--- config.mk ---
export PLATFORM = sky130hd
export DESIGN_NAME = gsc_regs
export DESIGN_NICKNAME = d
export VERILOG_FILES = /design/src/rtl/gsc_pkg.sv /design/src/rtl/gsc_regs.sv
export SDC_FILE = /design/constraint.sdc
export NUM_CORES = 1
export LEC_CHECK = 0
export BUFFER_PORTS_ARGS = -buffer_cell sky130_fd_sc_hd__buf_2
export CORE_MARGIN = 4
export CORE_UTILIZATION = 25
export DETAILED_ROUTE_END_ITERATION = 12
export SYNTH_ARGS = -nofsm -noshare
export SYNTH_HDL_FRONTEND = slang
export SYNTH_SLANG_ARGS = --single-unit
--- constraint.sdc ---
create_clock -name i_clk -period 3.7 [get_ports i_clk]
set_input_delay 0.74 -clock i_clk [delete_from_list [all_inputs] [get_ports i_clk]]
set_output_delay 0.74 -clock i_clk [all_outputs]
set_load 0.05 [all_outputs]
--- src/rtl/gsc_pkg.sv ---
// ----------------------------------------------------------------------------
// gsc_pkg: shared types and codes for the GPIO set/clear register block
// Item and result types, operation codes and register word offsets.
// ----------------------------------------------------------------------------
package gsc_pkg;

    typedef logic [1:0]  t_opcode;
    typedef logic [5:0]  t_reg_idx;
    typedef logic [31:0] t_word;

    localparam t_opcode OP_READ   = 2'd0;
    localparam t_opcode OP_WRITE  = 2'd1;
    localparam t_opcode OP_SAMPLE = 2'd2;

    // register word offsets (byte offset / 4)
    localparam t_reg_idx REG_PER  = 6'd0;
    localparam t_reg_idx REG_PDR  = 6'd1;
    localparam t_reg_idx REG_PSR  = 6'd2;
    localparam t_reg_idx REG_OER  = 6'd4;
    localparam t_reg_idx REG_ODR  = 6'd5;
    localparam t_reg_idx REG_OSR  = 6'd6;
    localparam t_reg_idx REG_IFER = 6'd8;
    localparam t_reg_idx REG_IFDR = 6'd9;
    localparam t_reg_idx REG_IFSR = 6'd10;
    localparam t_reg_idx REG_SODR = 6'd12;
    localparam t_reg_idx REG_CODR = 6'd13;
    localparam t_reg_idx REG_ODSR = 6'd14;
    localparam t_reg_idx REG_PDSR = 6'd15;
    localparam t_reg_idx REG_IER  = 6'd16;
    localparam t_reg_idx REG_IDR  = 6'd17;
    localparam t_reg_idx REG_IMR  = 6'd18;
    localparam t_reg_idx REG_ISR  = 6'd19;
    localparam t_reg_idx REG_MDER = 6'd20;
    localparam t_reg_idx REG_MDDR = 6'd21;
    localparam t_reg_idx REG_MDSR = 6'd22;
    localparam t_reg_idx REG_PUDR = 6'd24;
    localparam t_reg_idx REG_PUER = 6'd25;
    localparam t_reg_idx REG_PUSR = 6'd26;
    localparam t_reg_idx REG_ASR  = 6'd28;
    localparam t_reg_idx REG_BSR  = 6'd29;
    localparam t_reg_idx REG_ABSR = 6'd30;
    localparam t_reg_idx REG_OWER = 6'd40;
    localparam t_reg_idx REG_OWDR = 6'd41;
    localparam t_reg_idx REG_OWSR = 6'd42;

    // one item handed to the register bank
    typedef struct packed {
        logic     valid;
        t_opcode  opcode;
        t_reg_idx reg_index;
        t_word    write_data;
        t_word    pad_levels;
    } t_item;

    typedef struct packed {
        t_word read_data;
        logic  irq;
        t_word drive_enable;
        t_word drive_level;
    } t_result;

endpackage

--- src/rtl/gsc_regs.sv ---
// ----------------------------------------------------------------------------
// gsc_regs: GPIO state words and their update
// Applies one item to the state; read data comes from the state before it, the rest of the result from the new state.
// ----------------------------------------------------------------------------
module gsc_regs import gsc_pkg::*; (
    input  logic    i_clk,
    input  logic    i_rst_n,
    input  t_item   i_item,
    output t_result o_result
);

    t_word r_owned, n_owned;
    t_word r_oe, n_oe;
    t_word r_filt, n_filt;
    t_word r_odata, n_odata;
    t_word r_pdata, n_pdata;
    t_word r_imask, n_imask;
    t_word r_change, n_change;
    t_word r_odrain, n_odrain;
    t_word r_pullup, n_pullup;
    t_word r_bsel, n_bsel;
    t_word r_owen, n_owen;

    t_word rdata;
    t_word den;
    t_word wd;

    always_comb begin
        n_owned  = r_owned;
        n_oe     = r_oe;
        n_filt   = r_filt;
        n_odata  = r_odata;
        n_pdata  = r_pdata;
        n_imask  = r_imask;
        n_change = r_change;
        n_odrain = r_odrain;
        n_pullup = r_pullup;
        n_bsel   = r_bsel;
        n_owen   = r_owen;
        rdata    = '0;
        wd       = i_item.write_data;

        if (i_item.valid) begin
            case (i_item.opcode)
                OP_READ: begin
                    case (i_item.reg_index)
                        REG_PSR:  rdata = r_owned;
                        REG_OSR:  rdata = r_oe;
                        REG_IFSR: rdata = r_filt;
                        REG_ODSR: rdata = r_odata;
                        REG_PDSR: rdata = r_pdata;
                        REG_IMR:  rdata = r_imask;
                        REG_ISR: begin
                            rdata    = r_change;
                            n_change = '0;
                        end
                        REG_MDSR: rdata = r_odrain;
                        REG_PUSR: rdata = r_pullup;
                        REG_ABSR: rdata = r_bsel;
                        REG_OWSR: rdata = r_owen;
                        default:  rdata = '0;
                    endcase
                end
                OP_WRITE: begin
                    case (i_item.reg_index)
                        REG_PER:  n_owned  = r_owned | wd;
                        REG_PDR:  n_owned  = r_owned & ~wd;
                        REG_OER:  n_oe     = r_oe | wd;
                        REG_ODR:  n_oe     = r_oe & ~wd;
                        REG_IFER: n_filt   = r_filt | wd;
                        REG_IFDR: n_filt   = r_filt & ~wd;
                        REG_SODR: n_odata  = r_odata | wd;
                        REG_CODR: n_odata  = r_odata & ~wd;
                        REG_ODSR: n_odata  = (r_odata & ~r_owen) | (wd & r_owen);
                        REG_IER:  n_imask  = r_imask | wd;
                        REG_IDR:  n_imask  = r_imask & ~wd;
                        REG_MDER: n_odrain = r_odrain | wd;
                        REG_MDDR: n_odrain = r_odrain & ~wd;
                        REG_PUDR: n_pullup = r_pullup & ~wd;
                        REG_PUER: n_pullup = r_pullup | wd;
                        REG_ASR:  n_bsel   = r_bsel & ~wd;
                        REG_BSR:  n_bsel   = r_bsel | wd;
                        REG_OWER: n_owen   = r_owen | wd;
                        REG_OWDR: n_owen   = r_owen & ~wd;
                        default: ;
                    endcase
                end
                OP_SAMPLE: begin
                    n_change = r_change | (r_pdata ^ i_item.pad_levels);
                    n_pdata  = i_item.pad_levels;
                end
                default: ;
            endcase
        end

        // open-drain pins only pull low
        den = n_owned & n_oe & (~n_odrain | ~n_odata);

        o_result.read_data    = rdata;
        o_result.irq          = |(n_change & n_imask);
        o_result.drive_enable = den;
        o_result.drive_level  = n_odata & den;
    end

    always_ff @(posedge i_clk) begin
        if (!i_rst_n) begin
            r_owned  <= '0;
            r_oe     <= '0;
            r_filt   <= '0;
            r_odata  <= '0;
            r_pdata  <= '0;
            r_imask  <= '0;
            r_change <= '0;
            r_odrain <= '0;
            r_pullup <= '0;
            r_bsel   <= '0;
            r_owen   <= '0;
        end else begin
            r_owned  <= n_owned;
            r_oe     <= n_oe;
            r_filt   <= n_filt;
            r_odata  <= n_odata;
            r_pdata  <= n_pdata;
            r_imask  <= n_imask;
            r_change <= n_change;
            r_odrain <= n_odrain;
            r_pullup <= n_pullup;
            r_bsel   <= n_bsel;
            r_owen   <= n_owen;
        end
    end

endmodule
After elaboration in Yosys (flattened, before gate mapping)
Index checks and enable logic that the tools add are counted.

word-level totals
  register bits after elaboration = 352
  latch bits = 0
  memory bits (writable) = 0
  ROM bits = 0
  input port bits = 75
  output and inout bits = 97
  word-level logic and storage cells = 110
  memories kept = 0

operators by class
  add/sub/neg operators = 0
  $mul = 0
  divide/modulo/power cells = 0
  magnitude comparators = 0
  equal/unequal tests = 30
  shifts and indexed selects = 0
  muxes and demuxes = 25
  bitwise logic cells = 32
  reductions and logical operators = 12

operators with widths
  cell                  number
  $pmux W32 S2          9
  $and A32 B32 Y32      15
  $mux W32              14
  $or A32 B32 Y32       12
  $pmux W32 S11         1
  $not A32 Y32          4
  $pmux W32 S3          1
  $eq A6 B5 Y1 const B  13
  $eq A6 B4 Y1 const B  7
  $reduce_or A32 Y1     1
  $xor A32 B32 Y32      1
  $eq A6 B3 Y1 const B  3
  $eq A6 B6 Y1 const B  3
  $reduce_and A3 Y1     4
  $reduce_bool A2 Y1    4
  $eq A6 B1 Y1 const B  1
  $eq A6 B2 Y1 const B  1
  $logic_not A6 Y1      1
  $eq A2 B1 Y1 const B  1
  $eq A2 B2 Y1 const B  1
  $logic_not A2 Y1      1
  $reduce_and A2 Y1     1

Logic depth before layout (Yosys ltp)
  depth after elaboration = 10
  gate-level depth with buffers = 11
  depth with buffers taken out = 7

Worst setup path before layout
No wires, ideal clock.

  path kind = in2out
  from = in i_item[65] (netlist name)
  to = out o_result[13] (netlist name)
  arrival time = 3.460 ns
  data required time = 2.960 ns
  slack = -0.500 ns
  stages on the path = 8
  buffers on the path = 3
  path through = clkbuf_1 nor2b_1 and2_1 clkbuf_1 clkbuf_1 a21oi_1 o21ai_0 nor3b_1

RTL lines
  item                RTL line       RTL
  start: declaration  gsc_regs.sv:8  input t_item i_item,
  end: declaration    gsc_regs.sv:9  output t_result o_result

==> key figures <==
Synthesis
  – Async SR Flop Fraction: 0%
  – Register area share after synthesis: 41.9%
  – Syn Area/Cell: 8.12 um2
  – Main flop type after synthesis: dfxtp_1
  – Mapped Area: 0.0168 mm2
  – Synth area leaders: dfxtp_1 42%, o21ai_0 9.0%, a21oi_1 6.9%, and2_1 6.5%, clkbuf_1 3.6%
  – Cell variety after synth: 48
  – #FFs+latches synth: 352
  – Synthesis Warnings: 0
  – Synth top area share: 41.9%
  – Mapped Nets: 2148
  – Number of synthesized flops with an enable pin: 0
  – Synth area leader: dfxtp_1
  – Post-Synthesis Cells: 2073

GRT
  – Total GRT Usage: 21.1%
  – Number of global-route vias before repair: 17.4k
  – Grt ovf: 0
  – First-pass GRT wire length: 115 mm
  – Initial antenna violation count: 9
  – Largest net degree at the start of global routing: 150

Timing
  – Unrepaired setup endpoints after global routing: true
  – Worst setup margin: -0.420 ns
  – Final min period: 4.12 ns
  – Final max-slew violation count: 0
  – Worst Tran Pin Value: 0.670 ns
  – Setup violations, final: 4
  – Final hold violation count: 0
  – Worst hold slack: 0.426 ns
  – Worst rel slew slack: 54.9%
  – Final Cycle Share: 111%
  – Clock skew: 0.0112 ns
  – Fmax: 0.243 GHz

Pwr
  – VDD IR max: 292 uV
  – Pwr Total: 8550 uW
  – Leakage: 0.00814 uW
  – Pwr/cell area: 360 mW/mm2

Routing
  – Routed via count: 18.5k
  – DR iter-0 viols: 2247
  – 1st-pass router iterations: 8
  – Antenna viol nets, final: 0
  – Post-route DRC: 0
  – Total wire length: 79.3 mm
  – WL/cell: 24.2 um
  – Via density: 5.65

Die
  – Starting Density: 25.4%
  – # rows: 94
  – Die width: 267 um
  – I/O pin count: 172
  – DIE HEIGHT: 267 um
  – Die ar.: 0.0715 mm2
  – Core area: 0.0662 mm2

Worst hold path
  – Hold depth: 3
  – HP Class: input pin to flip-flop

Layout
  – Layout Utilization: 35.9%
  – Layout Cells excl Fill: 3274
  – Most frequent cells in the layout: 352 x dfxtp_1, 287 x o21ai_0, 222 x buf_4
  – Most common cell after layout, fill and taps aside: dfxtp_1
  – Layout cells sized above 1: 26.0%
  – Area Overhead vs Synth: 41.1%
  – Layout Nets: 2445

Critical path
  – Worst Reg-to-Reg Cells: 5
  – Crit path depth: 10
  – CP most frequent cell: buf_6
  – CP Launch Point: i_item[68]
  – Worst EP arrival: 3.38 ns
  – Req. time, crit path: 2.96 ns
  – Family with the most delay on the worst path: simple AND/OR/NAND/NOR gates
  – CP Launch Type: input pin
  – CP Max Fanout: 4
  – Critical-path top delay cell: or4b_4
  – CP endpoint kind: primary output
  – Crit-path max cell delay: 0.59 ns
  – Worst reg-to-reg setup slack: 2.46 ns
  – Crit Reg-Reg Endpoint: r_odata[4]$_SDFF_PN0_
  – Critical setup path kind: input pin to primary output
  – Critical path cell sequence: clkbuf_4, or4b_4, buf_6, o31ai_4, o21a_1, o22ai_2, or4_4, nor4_4, o211ai_1, buf_6
  – WP buf/inv: 3
  – Crit path to: o_result[64]

Clock tree
  – Clk_lat worst skew: 0.57 ns
  – CTS tree: yes
  – Clock Sinks: 352
  – Clk root buf: clkbuf_16
  – Cts bufs inserted: 42
  – Reg clk slew, reported paths: 0.06 ns
  – Maximum clock path buffer count: 3
  – H-tree level count: 2

Placement
  – Dpl cells: 3175
  – Pre-CTS setup slack: -0.378 ns
  – HPWL after detailed placement: 53.8 mm
  – Placer Congestion: 0.913
  – Port Buffers: 171

Run
  – Max_cap viols: 0

Run status
  – Outcome: complete, but fails checks
  – Failing checks: negative setup slack
==> how the worst min path moves through the flow <==
stage,start,endpoint,slack [ns]
after floorplan,flip-flop,flip-flop,0.44
after global placement,flip-flop,flip-flop,0.45
after detailed placement,flip-flop,flip-flop,0.46
after CTS,i_item[16],r_pdata[16]$_SDFFE_PN0P_,0.41
after global routing,i_item[16],r_pdata[16]$_SDFFE_PN0P_,0.42
final,i_item[16],r_pdata[16]$_SDFFE_PN0P_,0.43
==> final cells by class <==
class                   count  area, um2
fillers                  6696      42500
multi-input cells        1538       9990
flip-flops and latches    352       7050
repair buffers            431       4230
clock buffers              67       1300
well taps                 864       1080
clock inverters            10       55.1
inverters                   5       21.3
diodes                      7       17.5
==> kinds of logic (layout without fill, tap and decap cells) <==
kind of cell           Yosys count  count (layout)  share of synthesized area (%)
flip-flops                     352             352                           41.9
AO/OA/AOI/OAI                  919             919                           34.2
XOR/XNOR                        32              32                           1.67
AND/OR/NAND/NOR                585             586                           17.9
multiplexers                     1               1                         0.0595
other                            0               7                              0
buffers and inverters          184             513                           4.36
==> worst min-delay path: stages <==
cell	delay, ns
buf_2	0.11
nand2_1	0.05
a21oi_1	0.05
==> power by group <==
part           internal [uW]  switching, uW
registers               3820           27.4
logic                    187            408
clock network           2400           1710
==> per-stage QoR <==
stage	instance area (um2)	TNS, ns
floorplan	17400	-5.47
global placement	21700	-1.43
detailed placement	21700	-1.04
CTS	23300	-0.261
global route	23700	-0.709
finish	23700	-0.436
==> routing by layer <==
layer	track usage, %	vias up	share of wire [%]
met3	5.48	164	11
met1	28.4	8902	41
met4	6.18	8	2.8
li1	-	8333	-
met2	33.5	1100	45
met5	0	-	0.14
==> synthesized netlist by cell type, types with 5 or more instances <==
master / n
nand2b_1: 6
o22ai_1: 36
nand4b_1: 24
nand2_1: 151
nor2b_1: 6
and3_1: 5
o21ai_1: 8
o21a_1: 15
xor2_1: 32
a31oi_1: 32
dfxtp_1: 352
a211oi_1: 64
o31ai_1: 23
buf_1: 7
a21oi_1: 232
nand4_1: 5
a221oi_1: 64
a22o_1: 64
a222oi_1: 34
and2_1: 174
o21ai_0: 303
a311oi_1: 32
clkbuf_1: 160
nand3_1: 7
nor3_1: 9
nor3b_1: 33
nor2_1: 154
buf_2: 7
==> timing repair <==
action / CTS / global route
resized for setup: 45 / 103
gates cloned: 2 / 3
setup buffers: 4 / 6
hold buffers: 0 / 0
setup endpoints to repair: 21 / 84
pin swaps: 18 / 21
Power figures use the tool's default switching activity.
